**config.mk**
```make
export PLATFORM = sky130hd
export DESIGN_NAME = fca_ctrl
export DESIGN_NICKNAME = d
export VERILOG_FILES = /design/src/rtl/core/fca_pkg.sv /design/src/rtl/core/fca_ctrl.sv
export SDC_FILE = /design/constraint.sdc
export NUM_CORES = 1
export LEC_CHECK = 0
export BUFFER_PORTS_ARGS = -buffer_cell sky130_fd_sc_hd__buf_2
export CAP_MARGIN = 20
export CORE_AREA = 2 2 39 41
export CTS_BUF_LIST = sky130_fd_sc_hd__clkbuf_2
export CTS_CLUSTER_SIZE = 40
export DETAILED_ROUTE_END_ITERATION = 6
export DIE_AREA = 0 0 41 43
export GPL_ROUTABILITY_DRIVEN = 0
export GPL_TIMING_DRIVEN = 0
export PLACE_DENSITY = 0.53
export SYNTH_ARGS = -nofsm -noshare
export SYNTH_HDL_FRONTEND = slang
export SYNTH_SLANG_ARGS = --single-unit
```
**constraint.sdc**
```tcl
create_clock -name clk -period 1.59 [get_ports clk]
set_input_delay 0.159 -clock clk [delete_from_list [all_inputs] [get_ports clk]]
set_output_delay 0.159 -clock clk [all_outputs]
set_load 0.05 [all_outputs]
```
**src/rtl/core/fca_pkg.sv**
```systemverilog
// Shared constants, codes and control types of the chain allocator.
package fca_pkg;

    localparam int NUM_BLOCKS    = 20;
    localparam int BLOCK_BYTES   = 128;
    localparam int FDB_RESET     = 3;
    localparam int IDX_W         = $clog2(NUM_BLOCKS);
    localparam int CNT_W         = $clog2(NUM_BLOCKS + 1);
    localparam int SCAN_MAX      = (NUM_BLOCKS > 31) ? NUM_BLOCKS : 31;
    localparam int SCAN_W        = $clog2(SCAN_MAX + 1);

    localparam logic [15:0] LINK_FREE = 16'h0000;
    localparam logic [15:0] LINK_END  = 16'hFFFF;

    typedef enum logic [1:0] {
        KIND_REWRITE = 2'd0,
        KIND_FREE    = 2'd1,
        KIND_NEXT    = 2'd2,
        KIND_FORMAT  = 2'd3
    } kind_t;

    typedef enum logic [1:0] {
        STATUS_OK       = 2'd0,
        STATUS_NO_SPACE = 2'd1,
        STATUS_RANGE    = 2'd2
    } status_t;

    typedef enum logic [2:0] {
        ST_IDLE,
        ST_DISPATCH,
        ST_FREE_WALK,
        ST_ALLOC_SCAN,
        ST_ALLOC_END,
        ST_FORMAT,
        ST_DONE
    } state_t;

    typedef struct packed {
        logic load;
        logic walk_step;
        logic scan_start;
        logic scan_sel;
        logic scan_next;
        logic take;
        logic no_space;
        logic end_write;
        logic fmt_write;
        logic result_load;
    } cmd_t;

    typedef struct packed {
        kind_t kind;
        logic  free_bad;
        logic  walk_stop;
        logic  walk_last;
        logic  scan_out;
        logic  scan_free;
        logic  rem_zero;
        logic  fmt_last;
        logic  out_free;
    } sts_t;

endpackage

```
**src/rtl/core/fca_ctrl.sv**
```systemverilog
// Controller state machine sequencing walk, scan and format passes.
module fca_ctrl (
    input  logic         clk,
    input  logic         rst_n,
    input  logic         in_valid,
    output logic         in_ready,
    input  fca_pkg::sts_t sts,
    output fca_pkg::cmd_t cmd
);

    fca_pkg::state_t state_reg;
    fca_pkg::state_t state_next;

    always_ff @(posedge clk or negedge rst_n)
    begin
        if (!rst_n)
        begin
            state_reg <= fca_pkg::ST_IDLE;
        end
        else
        begin
            state_reg <= state_next;
        end
    end

    always_comb
    begin
        state_next = state_reg;
        cmd        = '0;
        in_ready   = 1'b0;
        unique case (state_reg)
            fca_pkg::ST_IDLE:
            begin
                in_ready = 1'b1;
                if (in_valid)
                begin
                    cmd.load   = 1'b1;
                    state_next = fca_pkg::ST_DISPATCH;
                end
            end
            fca_pkg::ST_DISPATCH:
            begin
                unique case (sts.kind)
                    fca_pkg::KIND_REWRITE: state_next = fca_pkg::ST_FREE_WALK;
                    fca_pkg::KIND_FREE:
                        state_next = sts.free_bad ? fca_pkg::ST_DONE : fca_pkg::ST_FREE_WALK;
                    fca_pkg::KIND_NEXT:    state_next = fca_pkg::ST_DONE;
                    fca_pkg::KIND_FORMAT:  state_next = fca_pkg::ST_FORMAT;
                    default:               state_next = fca_pkg::ST_DONE;
                endcase
            end
            fca_pkg::ST_FREE_WALK:
            begin
                if (sts.walk_stop || sts.walk_last)
                begin
                    // the last live link is still cleared on the way out
                    cmd.walk_step = !sts.walk_stop;
                    if (sts.kind == fca_pkg::KIND_REWRITE)
                    begin
                        cmd.scan_start = 1'b1;
                        state_next     = fca_pkg::ST_ALLOC_SCAN;
                    end
                    else
                    begin
                        state_next = fca_pkg::ST_DONE;
                    end
                end
                else
                begin
                    cmd.walk_step = 1'b1;
                end
            end
            fca_pkg::ST_ALLOC_SCAN:
            begin
                cmd.scan_sel = 1'b1;
                if (sts.rem_zero)
                begin
                    state_next = fca_pkg::ST_ALLOC_END;
                end
                else if (sts.scan_out)
                begin
                    cmd.no_space = 1'b1;
                    state_next   = fca_pkg::ST_ALLOC_END;
                end
                else if (sts.scan_free)
                begin
                    cmd.take = 1'b1;
                end
                else
                begin
                    cmd.scan_next = 1'b1;
                end
            end
            fca_pkg::ST_ALLOC_END:
            begin
                cmd.end_write = 1'b1;
                state_next    = fca_pkg::ST_DONE;
            end
            fca_pkg::ST_FORMAT:
            begin
                cmd.fmt_write = 1'b1;
                if (sts.fmt_last)
                begin
                    state_next = fca_pkg::ST_DONE;
                end
            end
            fca_pkg::ST_DONE:
            begin
                // hold until the output register can take the word
                if (sts.out_free)
                begin
                    cmd.result_load = 1'b1;
                    state_next      = fca_pkg::ST_IDLE;
                end
            end
            default: state_next = fca_pkg::ST_IDLE;
        endcase
    end

endmodule

```
==> run metrics <==
status=finished clean; reg2reg setup slack=0.06 ns; CORE AREA=1380 um^2; Routed WL=1010 um; combinational family with the most area after synthesis=simple AND/OR/NAND/NOR gates; Ant. Diodes=0; Worst Setup SP=state_reg[2]; number of flip-flops in the largest register=3; Final Max Tran Viols=0; Die ar.=1760 um^2; Async S/R FF share, synth=100%; Setup Crit Path Kind=flip-flop to output pin; placed inst area=544 um^2; first-pass GRT wire length=1500 um; initial antenna violation count=0; Vias/cell=4.78; endpoints failing setup=0; row count=14; Seq/Total Area, Yosys=22.3%; clock root buffer=clkbuf_2; reg-to-reg critical path endpoint=state_reg[1]; DRC violations left=0; most common cell after layout, fill and taps aside=buf_2; Hold Path Class=input pin to asynchronous set/reset pin; Comb pwr share=80.1%; switching power=0.641 mW; Horiz. Die Dim=41 um; max cap viols=0; Synth Instances=46; clk slew on worst S/H paths=0.04 ns; port bufs=23; Initial Utilization=24.3%; Clk network pwr share=8.6%; Yosys reg bits=3; skew final=0.00420 ns; reg2reg path depth=5; multiplexer area fraction after synthesis=6.69%; fill count=145; Final #Nets=90; distinct cell type count of the synthesized netlist=21; CTS H-tree depth=1; simple-gate share of the synthesized area=45.7%; most frequent cells in the layout=17 x buf_2, 6 x buf_6, 5 x nor2_1; Tcrit/Tclk final=97.7%; hpwl dp=691 um; Max VDD drop=0.000983 V; critical path data arrival time=1.39 ns; CP endpoint kind=output pin; R2R Path Start=state_reg[0]; Slew Limit Headroom=79.3%; ys flop type=dfrtp_1; syn_area_per_cell=7.32 um^2; adder-cell share of the synthesized area=0%; Pint=0.581 mW; CTS tree=yes; Critical Path Sink=cmd[7]; routed length per placed instance=11.0 um; PwrDens=1890 nW/um^2; Synth Cell Area=337 um^2; switch share=52.5%; antenna-violating nets left=0; fin area=647 um^2; minimum clock period=1.55 ns; Pre-Repair DR Iteration Count=4; pin count of the biggest net entering global routing=11; Max FO, Critical Path=10; First DRT Iteration DRCs=4; fraction of layout cells with a size suffix above 1=60.5%; chip height=43 um; Area growth syn-to-layout=92.2%; CTS sink cnt=3; routed vias=440; GRT overflow=0; Compound-Gate Fraction of Synth Area=17.5%; Synth Area in XOR/XNOR=0%; vias in the first global route=348; clk_lat worst skew=0.20 ns; Reg power frac=11.4%; GR Util All Layers=13.0%; number of synthesized flops with an enable pin=0; Synth Net Count=59; final hold violation count=0; RSZ-0062 raised after global routing=true; Longest Clk Path Bufs=2; I/O pin count=24; Fin Setup TNS=0 ns; fmax=644 MHz; CP Data Required Time=1.43 ns; number of CTS-inserted buffers=3; Syn. warnings=0; Slew @ Worst Pin=0.306 ns; startpoint class of the critical path=flip-flop; Leak=0.297 nW
-- synthesized netlist by cell type (all sizes together), types with 2 or more instances --
library cell / count / area (um^2)
buf: 4 / 26.3
nand2: 5 / 18.8
nor2: 9 / 33.8
nor4: 2 / 12.5
nor4b: 2 / 17.5
dfrtp: 3 / 75.1
nor3: 2 / 10.0
o21ai: 5 / 25.0
nor3b: 3 / 22.5
mux2: 2 / 22.5
-- what timing repair did --
action                                  CTS  global route
hold endpoints to repair                  3             0
buffers inserted                          1             1
gates resized for setup                   7            12
endpoints found under the setup margin    4             6
pin swaps                                 0             1
hold buffers                              1             0
cloned                                    0             0
-- power by group through the flow --
stage / registers [mW] / logic [mW] / clock network, mW
2_1_floorplan: 0.143 / 0.686 / 0
3_3_place_gp: 0.152 / 0.826 / 0
3_5_place_dp: 0.154 / 0.828 / 0
4_1_cts: 0.141 / 0.891 / 0.111
5_1_grt: 0.142 / 1.05 / 0.117
6_report: 0.139 / 0.979 / 0.105
-- worst max-delay path, stage by stage, from the launching register on --
cell	delay, ns
dfrtp_1	0.36
buf_6	0.13
buf_12	0.14
nor2_4	0.09
nand2_4	0.07
nor4_4	0.21
buf_6	0.19
-- cell type report --
| type | instances | area (um^2) | share of cell area (%) |
|---|---|---|---|
| plain buffers | 4 | 53.8 | 8.32 |
| clock buffers | 4 | 20.0 | 3.09 |
| well taps | 16 | 20.0 | 3.09 |
| repair buffers | 26 | 166 | 25.7 |
| multi-input cells | 39 | 312 | 48.2 |
| flip-flops and latches | 3 | 75.1 | 11.6 |
-- worst min-delay path by stage --
stage | startpoint | end | slack, ns | cells past startpoint
floorplan | rst_n | state_reg[0] | -0.14 | 0
global placement | rst_n | state_reg[1] | -0.05 | 1
detailed placement | rst_n | state_reg[0] | -0.04 | 1
CTS | rst_n | state_reg[0] | 0.26 | 2
global route | rst_n | state_reg[0] | 0.29 | 2
finish | rst_n | state_reg[0] | 0.29 | 2
-- cells by family after synthesis --
logic type,Yosys count
DFF,3
AOI/OAI and AO/OA,9
muxes,2
buffers and inverters,4
and+or+nand+nor,28
-- stage by stage --
stage | instances | hold slack (ns) | total power, mW | worst slack, ns | utilization (%)
after detailed placement | 85 | -0.0448 | 0.982 | 0.0883 | 39.3
after floorplan | 46 | -0.137 | 0.829 | -0.186 | -
after global placement | 85 | -0.0451 | 0.978 | 0.103 | 39.3
final | 92 | 0.288 | 1.22 | 0.0361 | 46.7
after global routing | 92 | 0.288 | 1.31 | -0.0465 | 46.7
after CTS | 91 | 0.260 | 1.14 | -0.0217 | 43.5
-- routing by layer --
layer	wire, um	track usage [%]
met3	31	4.71
met4	0	8.00
met2	523	18.4
met1	458	16.0
met5	0	0
Power figures use the tool's default switching activity.
