<file path="src/rtl/core/fca_pkg.sv">
// Shared constants, codes and control types of the chain allocator.
package fca_pkg;

    localparam int NUM_BLOCKS    = 20;
    localparam int BLOCK_BYTES   = 128;
    localparam int FDB_RESET     = 3;
    localparam int IDX_W         = $clog2(NUM_BLOCKS);
    localparam int CNT_W         = $clog2(NUM_BLOCKS + 1);
    localparam int SCAN_MAX      = (NUM_BLOCKS > 31) ? NUM_BLOCKS : 31;
    localparam int SCAN_W        = $clog2(SCAN_MAX + 1);

    localparam logic [15:0] LINK_FREE = 16'h0000;
    localparam logic [15:0] LINK_END  = 16'hFFFF;

    typedef enum logic [1:0] {
        KIND_REWRITE = 2'd0,
        KIND_FREE    = 2'd1,
        KIND_NEXT    = 2'd2,
        KIND_FORMAT  = 2'd3
    } kind_t;

    typedef enum logic [1:0] {
        STATUS_OK       = 2'd0,
        STATUS_NO_SPACE = 2'd1,
        STATUS_RANGE    = 2'd2
    } status_t;

    typedef enum logic [2:0] {
        ST_IDLE,
        ST_DISPATCH,
        ST_FREE_WALK,
        ST_ALLOC_SCAN,
        ST_ALLOC_END,
        ST_FORMAT,
        ST_DONE
    } state_t;

    typedef struct packed {
        logic load;
        logic walk_step;
        logic scan_start;
        logic scan_sel;
        logic scan_next;
        logic take;
        logic no_space;
        logic end_write;
        logic fmt_write;
        logic result_load;
    } cmd_t;

    typedef struct packed {
        kind_t kind;
        logic  free_bad;
        logic  walk_stop;
        logic  walk_last;
        logic  scan_out;
        logic  scan_free;
        logic  rem_zero;
        logic  fmt_last;
        logic  out_free;
    } sts_t;

endpackage

</file>
<file path="src/rtl/core/fca_dp.sv">
// Datapath: link table, walk and scan pointers, result register.
module fca_dp (
    input  logic          clk,
    input  logic          rst_n,
    input  logic          cfg_we,
    input  logic [4:0]    cfg_wdata,
    input  logic [1:0]    in_kind,
    input  logic [15:0]   in_block,
    input  logic [15:0]   in_byte_length,
    input  fca_pkg::cmd_t cmd,
    output fca_pkg::sts_t sts,
    output logic          out_valid,
    input  logic          out_ready,
    output logic [1:0]    out_status,
    output logic [15:0]   out_chain_head,
    output logic [15:0]   out_link_value,
    output logic [4:0]    out_blocks_taken
);

    localparam int SCAN_WL = fca_pkg::SCAN_W;
    localparam int IDX_WL  = fca_pkg::IDX_W;
    localparam int CNT_WL  = fca_pkg::CNT_W;
    localparam logic [SCAN_WL-1:0] NUM_S = SCAN_WL'(fca_pkg::NUM_BLOCKS);

    logic [15:0]             table_reg [fca_pkg::NUM_BLOCKS];
    logic [4:0]              fdb_reg;
    fca_pkg::kind_t          kind_reg;
    logic [15:0]             cur_reg;
    logic [IDX_WL-1:0]       steps_reg;
    logic [15:0]             rem_reg;
    logic [SCAN_WL-1:0]      scan_reg;
    logic [IDX_WL-1:0]       prev_reg;
    logic                    have_prev_reg;
    logic [15:0]             first_reg;
    logic [CNT_WL-1:0]       taken_reg;
    fca_pkg::status_t        status_reg;
    logic                    res_valid_reg;
    logic [1:0]              res_status_reg;
    logic [15:0]             res_first_reg;
    logic [15:0]             res_link_reg;
    logic [4:0]              res_taken_reg;

    logic [IDX_WL-1:0]       rd_idx;
    logic                    rd_ok;
    logic [15:0]             rd_data;
    logic                    cur_in_range;
    logic                    scan_in_range;
    logic                    wr_en;
    logic [IDX_WL-1:0]       wr_idx;
    logic [15:0]             wr_data;
    logic [SCAN_WL-1:0]      fdb_ext;
    fca_pkg::status_t        load_status;

    assign fdb_ext       = SCAN_WL'(fdb_reg);
    assign cur_in_range  = (cur_reg < 16'(fca_pkg::NUM_BLOCKS));
    assign scan_in_range = (scan_reg < NUM_S);

    // single read port, guarded so an out-of-range index reads as free
    assign rd_idx  = cmd.scan_sel ? scan_reg[IDX_WL-1:0] : cur_reg[IDX_WL-1:0];
    assign rd_ok   = cmd.scan_sel ? scan_in_range : cur_in_range;
    assign rd_data = rd_ok ? table_reg[rd_idx] : fca_pkg::LINK_FREE;

    always_comb
    begin
        load_status = fca_pkg::STATUS_OK;
        if (in_block >= 16'(fca_pkg::NUM_BLOCKS))
        begin
            if (in_kind == fca_pkg::KIND_NEXT)
            begin
                load_status = fca_pkg::STATUS_RANGE;
            end
            else if (in_kind == fca_pkg::KIND_FREE && in_block != fca_pkg::LINK_END)
            begin
                load_status = fca_pkg::STATUS_RANGE;
            end
        end
    end

    always_comb
    begin
        wr_en   = 1'b0;
        wr_idx  = cur_reg[IDX_WL-1:0];
        wr_data = fca_pkg::LINK_FREE;
        if (cmd.walk_step)
        begin
            wr_en = 1'b1;
        end
        else if (cmd.take && have_prev_reg)
        begin
            // link the previous block to the one just found
            wr_en   = 1'b1;
            wr_idx  = prev_reg;
            wr_data = 16'(scan_reg);
        end
        else if (cmd.end_write && have_prev_reg)
        begin
            wr_en   = 1'b1;
            wr_idx  = prev_reg;
            wr_data = fca_pkg::LINK_END;
        end
        else if (cmd.fmt_write)
        begin
            wr_en   = 1'b1;
            wr_idx  = scan_reg[IDX_WL-1:0];
            wr_data = (scan_reg < fdb_ext) ? fca_pkg::LINK_END : fca_pkg::LINK_FREE;
        end
    end

    always_ff @(posedge clk or negedge rst_n)
    begin
        if (!rst_n)
        begin
            for (int i = 0; i < fca_pkg::NUM_BLOCKS; i++)
            begin
                table_reg[i] <= (i < fca_pkg::FDB_RESET) ? fca_pkg::LINK_END
                                                         : fca_pkg::LINK_FREE;
            end
        end
        else if (wr_en)
        begin
            table_reg[wr_idx] <= wr_data;
        end
    end

    always_ff @(posedge clk or negedge rst_n)
    begin
        if (!rst_n)
        begin
            fdb_reg       <= 5'(fca_pkg::FDB_RESET);
            res_valid_reg <= 1'b0;
        end
        else
        begin
            if (cfg_we)
            begin
                fdb_reg <= cfg_wdata;
            end
            if (cmd.result_load)
            begin
                res_valid_reg <= 1'b1;
            end
            else if (out_ready)
            begin
                res_valid_reg <= 1'b0;
            end
        end
    end

    always_ff @(posedge clk)
    begin
        if (cmd.load)
        begin
            kind_reg      <= fca_pkg::kind_t'(in_kind);
            cur_reg       <= in_block;
            rem_reg       <= in_byte_length;
            steps_reg     <= '0;
            scan_reg      <= '0;
            have_prev_reg <= 1'b0;
            first_reg     <= fca_pkg::LINK_END;
            taken_reg     <= '0;
            status_reg    <= load_status;
        end
        else
        begin
            if (cmd.walk_step)
            begin
                cur_reg   <= rd_data;
                steps_reg <= steps_reg + 1'b1;
            end
            if (cmd.scan_start)
            begin
                scan_reg <= fdb_ext;
            end
            else if (cmd.scan_next || cmd.fmt_write)
            begin
                scan_reg <= scan_reg + 1'b1;
            end
            else if (cmd.take)
            begin
                scan_reg      <= scan_reg + 1'b1;
                prev_reg      <= scan_reg[IDX_WL-1:0];
                have_prev_reg <= 1'b1;
                taken_reg     <= taken_reg + 1'b1;
                rem_reg       <= (rem_reg > 16'(fca_pkg::BLOCK_BYTES))
                                 ? rem_reg - 16'(fca_pkg::BLOCK_BYTES) : 16'd0;
                if (!have_prev_reg)
                begin
                    first_reg <= 16'(scan_reg);
                end
            end
            if (cmd.no_space)
            begin
                status_reg <= fca_pkg::STATUS_NO_SPACE;
            end
        end
    end

    always_ff @(posedge clk)
    begin
        if (cmd.result_load)
        begin
            res_status_reg <= status_reg;
            res_first_reg  <= first_reg;
            res_link_reg   <= (kind_reg == fca_pkg::KIND_NEXT && status_reg == fca_pkg::STATUS_OK)
                              ? rd_data : fca_pkg::LINK_FREE;
            res_taken_reg  <= 5'(taken_reg);
        end
    end

    always_comb
    begin
        sts.kind      = kind_reg;
        sts.free_bad  = (cur_reg != fca_pkg::LINK_END) && !cur_in_range;
        sts.walk_stop = (cur_reg == fca_pkg::LINK_FREE) || !cur_in_range;
        sts.walk_last = (rd_data == fca_pkg::LINK_END) ||
                        (steps_reg == IDX_WL'(fca_pkg::NUM_BLOCKS - 1));
        sts.scan_out  = !scan_in_range;
        sts.scan_free = (rd_data == fca_pkg::LINK_FREE);
        sts.rem_zero  = (rem_reg == 16'd0);
        sts.fmt_last  = (scan_reg == NUM_S - 1'b1);
        sts.out_free  = !res_valid_reg || out_ready;
    end

    assign out_valid        = res_valid_reg;
    assign out_status       = res_status_reg;
    assign out_chain_head   = res_first_reg;
    assign out_link_value   = res_link_reg;
    assign out_blocks_taken = res_taken_reg;

endmodule

</file>
<file path="config.mk">
export PLATFORM = sky130hd
export DESIGN_NAME = fca_dp
export DESIGN_NICKNAME = d
export VERILOG_FILES = /design/src/rtl/core/fca_pkg.sv /design/src/rtl/core/fca_dp.sv
export SDC_FILE = /design/constraint.sdc
export NUM_CORES = 1
export LEC_CHECK = 0
export BUFFER_PORTS_ARGS = -buffer_cell sky130_fd_sc_hd__buf_2
export CAP_MARGIN = 10
export CORE_MARGIN = 3
export CORE_UTILIZATION = 40
export CTS_CLUSTER_DIAMETER = 120
export DETAILED_ROUTE_END_ITERATION = 8
export GPL_TIMING_DRIVEN = 0
export HOLD_SLACK_MARGIN = 0.08
export SYNTH_ARGS = -nofsm -noshare
export SYNTH_HDL_FRONTEND = slang
export SYNTH_SLANG_ARGS = --single-unit
</file>
<file path="constraint.sdc">
create_clock -name clk -period 8.5 [get_ports clk]
set_input_delay 2.125 -clock clk [delete_from_list [all_inputs] [get_ports clk]]
set_output_delay 2.125 -clock clk [all_outputs]
set_load 0.02 [all_outputs]
</file>
==> out/results.ini <==
[outcome]
run_status = finished clean

[synth]
ys.warnings.count = 0
syn-num-nets = 881
synth_seq_cells = 208
netlist_instances = 820
synth_edf_count = 60
ys_async_sr_fraction_pct = 60.6
synth_area_mm2 = 0.0101
synth_seq_area_share_pct = 53.6
synthFlopType = dfrtp_1
synthDistinctLibCells = 68
synth_area_per_cell_um2 = 12.3

[timing]
finalHoldViolations = 0
period_needed_ns = 7.49
clock_skew_ns = 0.00999
period_share_pct = 88.1
finalSetupTns_ns = 0
relSlewSlack_pct = 40.2
timing.hold.ws_ns = 0.431
worst_pin_slew_ns = 0.872
rsz0062_at_grt = no
max_freq_ghz = 0.133
setup_viol = 0
drv_slew = 0

[routing]
drt-pass1-iter-count = 5
viasPerCell = 5.36
wl_per_cell_um = 19.3
dr_total_vias = 6908
drc = 0
routed_wl_um = 24900
detail-route-antenna-nets = 0
drt_iter0_drc = 459

[clocking]
cts-root-buf = clkbuf_16
cts_tree = done
clk_path_buf_depth = 3
cts_made_buffers = 24
postCtsResizedCells = 0
hold_buffers = 0
postCtsSetupBuffers = 0
path_clk_slew_ns = 0.06
htreeDepth = 1
cts_sinks = 208
clk-insertion-delay-late_ns = 0.51

[worst_setup_path]
crit_type = in -> out
critPathLaunchType = input port
cp-end-kind = output pin
critPathMaxFanout = 10
required_ns = 6.38
cp.arrival_ns = 5.37

[cells_and_area]
drive_gt1_share_pct = 35.4
fill_cells = 2257
area.growth.synth_to_final_pct = 16.8
design_area_mm2 = 0.0118
largest_reg_flops = 120
diodes = 0
layout.nets = 1007

[grt]
grt_first_pass_wirelength_um = 38500
grt_use_total_pct = 18.0
grt_max_degree = 88
antenna_found_initial = 0
gr-total-overflow = 0
grt_pass1_vias = 6782

[power]
p_leak_nw = 5.22
power_frac_comb_pct = 19.5
ir_drop_v = 0.000194
power.internal_w = 0.00215
switching_share_pct = 26.6
power_switching_w = 0.000778
power_density_mw_per_mm2 = 247
p_seq_share_pct = 46.7
p_clk_share_pct = 33.8

[floorplanning]
num_rows = 57
die_h_um = 165
coreArea_mm2 = 0.0246
die-area_mm2 = 0.0272
io_pins = 103
start_util_pct = 41.1
die_w_um = 165

[min_path]
hold_class = reg -> reg

[flow_run]
cap_violations = 0

[placed_design]
port_buffers = 99
placed_area_mm2 = 0.0111
hpwl_um = 18100
place_congestion = 0.887

## layout by cell type (no fill, tap or decap), drive strengths merged, types with 3 or more instances in the layout
cell type  count
a211oi         6
a21o          15
a21oi         16
a311oi         3
a31oi          8
a32o           3
and2          12
and3           4
buf          132
clkbuf        67
clkinv        11
dfrtp        106
dfstp         20
dfxtp         22
edfxtp        60
ha             8
inv           14
mux2         126
mux2i         30
mux4          20
nand2         76
nand2b         5
nand3          8
nand4         12
nor2          45
nor2b         11
nor3          15
nor3b          3
nor4          11
o21ai         30
o22a           5
o22ai          7
o31ai          3
or2            4
xnor2          6
xor2          10
## metrics by stage
step | utilization [%] | total power (W) | std cells | setup slack, ns
final | 48.0 | 0.00293 | 1288 | 1.01
after global routing | 48.0 | 0.00308 | 1288 | 0.790
after CTS | 48.0 | 0.00296 | 1288 | 1.08
after detailed placement | 44.9 | 0.00196 | 1244 | 1.10
after global placement | 44.8 | 0.00194 | 1243 | 1.08
after floorplan | - | 0.00177 | 820 | 2.08
## worst max-delay path: stages
cell     delay (ns)
buf_2          0.13
buf_6          0.15
mux2i_1        0.74
buf_2          0.42
mux2i_1        0.22
mux2i_1        0.10
o22a_1         0.23
a31oi_1        0.67
nand3_1        0.12
and4b_1        0.27
buf_2          0.17
## final timing paths
check	start	to	slack (ns)	cells past startpoint
min	first_reg[14]	out_chain_head[14]	0.43	0
max in group asynchronous	rst_n	table_reg[304]	6.18	2
min reg2reg	first_reg[14]	out_chain_head[14]	0.43	0
min in group asynchronous	rst_n	table_reg[114]	1.52	1
max reg2reg	scan_reg[0]	cur_reg[2]	5.07	8
max	cmd[6]	sts[3]	1.01	11
## cell usage after synthesis, types with 4 or more instances
| master | count | share of area [%] |
|---|---|---|
| nand3_1 | 8 | 0.40 |
| nand2_1 | 76 | 2.8 |
| xor2_1 | 10 | 0.87 |
| nor4_1 | 11 | 0.68 |
| a31oi_1 | 8 | 0.49 |
| buf_2 | 5 | 0.25 |
| o21ai_0 | 29 | 1.4 |
| ha_1 | 8 | 0.99 |
| mux4_1 | 5 | 1.3 |
| dfrtp_1 | 106 | 26 |
| nor2b_1 | 11 | 0.68 |
| mux2i_1 | 28 | 2.8 |
| clkbuf_1 | 36 | 1.3 |
| mux2_2 | 126 | 14 |
| nand2b_1 | 5 | 0.31 |
| o22ai_1 | 7 | 0.43 |
| nor3_1 | 14 | 0.69 |
| o22a_1 | 5 | 0.43 |
| a21o_1 | 15 | 1.1 |
| a211oi_1 | 6 | 0.45 |
| nor2_1 | 45 | 1.7 |
| edfxtp_1 | 60 | 18 |
| and3_1 | 4 | 0.25 |
| inv_1 | 13 | 0.48 |
| dfstp_2 | 20 | 5.2 |
| xnor2_1 | 6 | 0.52 |
| and2_1 | 11 | 0.68 |
| mux4_2 | 15 | 3.3 |
| a21oi_1 | 16 | 0.79 |
| buf_4 | 23 | 1.7 |
| dfxtp_1 | 22 | 4.4 |
| nand4_1 | 12 | 0.74 |
## kinds of logic (layout without fill, tap and decap cells)
kind of cell,count (synthesis),in the layout,synth area share [%]
AOI/OAI and AO/OA,110,110,7.34
xor gates and xnor gates,16,16,1.38
adders and majority gates,8,8,0.989
buffers and inverters,82,226,4.18
DFF,208,208,53.6
muxes,176,176,21.8
and+or+nand+nor,220,220,10.8
## power groups by stage
stage / logic (W) / clock network (W) / registers, W
4_1_cts: 0.000575 / 0.00102 / 0.00137
5_1_grt: 0.000624 / 0.00106 / 0.00139
6_report: 0.000570 / 0.000988 / 0.00137
3_3_place_gp: 0.000559 / 0 / 0.00138
3_5_place_dp: 0.000573 / 0 / 0.00138
2_1_floorplan: 0.000423 / 0 / 0.00135
## routing by layer
metal / up-vias / global-route usage [%] / share of wire [%]
li1: 3251 / - / -
met1: 3420 / 25.0 / 45
met2: 207 / 29.2 / 46
met3: 30 / 4.34 / 7.3
met4: 0 / 3.43 / 1.6
met5: - / 0 / 0
## cell type report
cell class / count / area [um2] / share of cell area (%)
clock inverters: 13 / 97.6 / 0.826
plain buffers: 68 / 370 / 3.13
repair buffers: 100 / 529 / 4.48
flip-flops and latches: 208 / 5420 / 45.9
well taps: 324 / 405 / 3.43
inverters: 14 / 52.6 / 0.445
multi-input cells: 530 / 4280 / 36.2
clock buffers: 31 / 668 / 5.65
(Power assumes the default switching activity.)
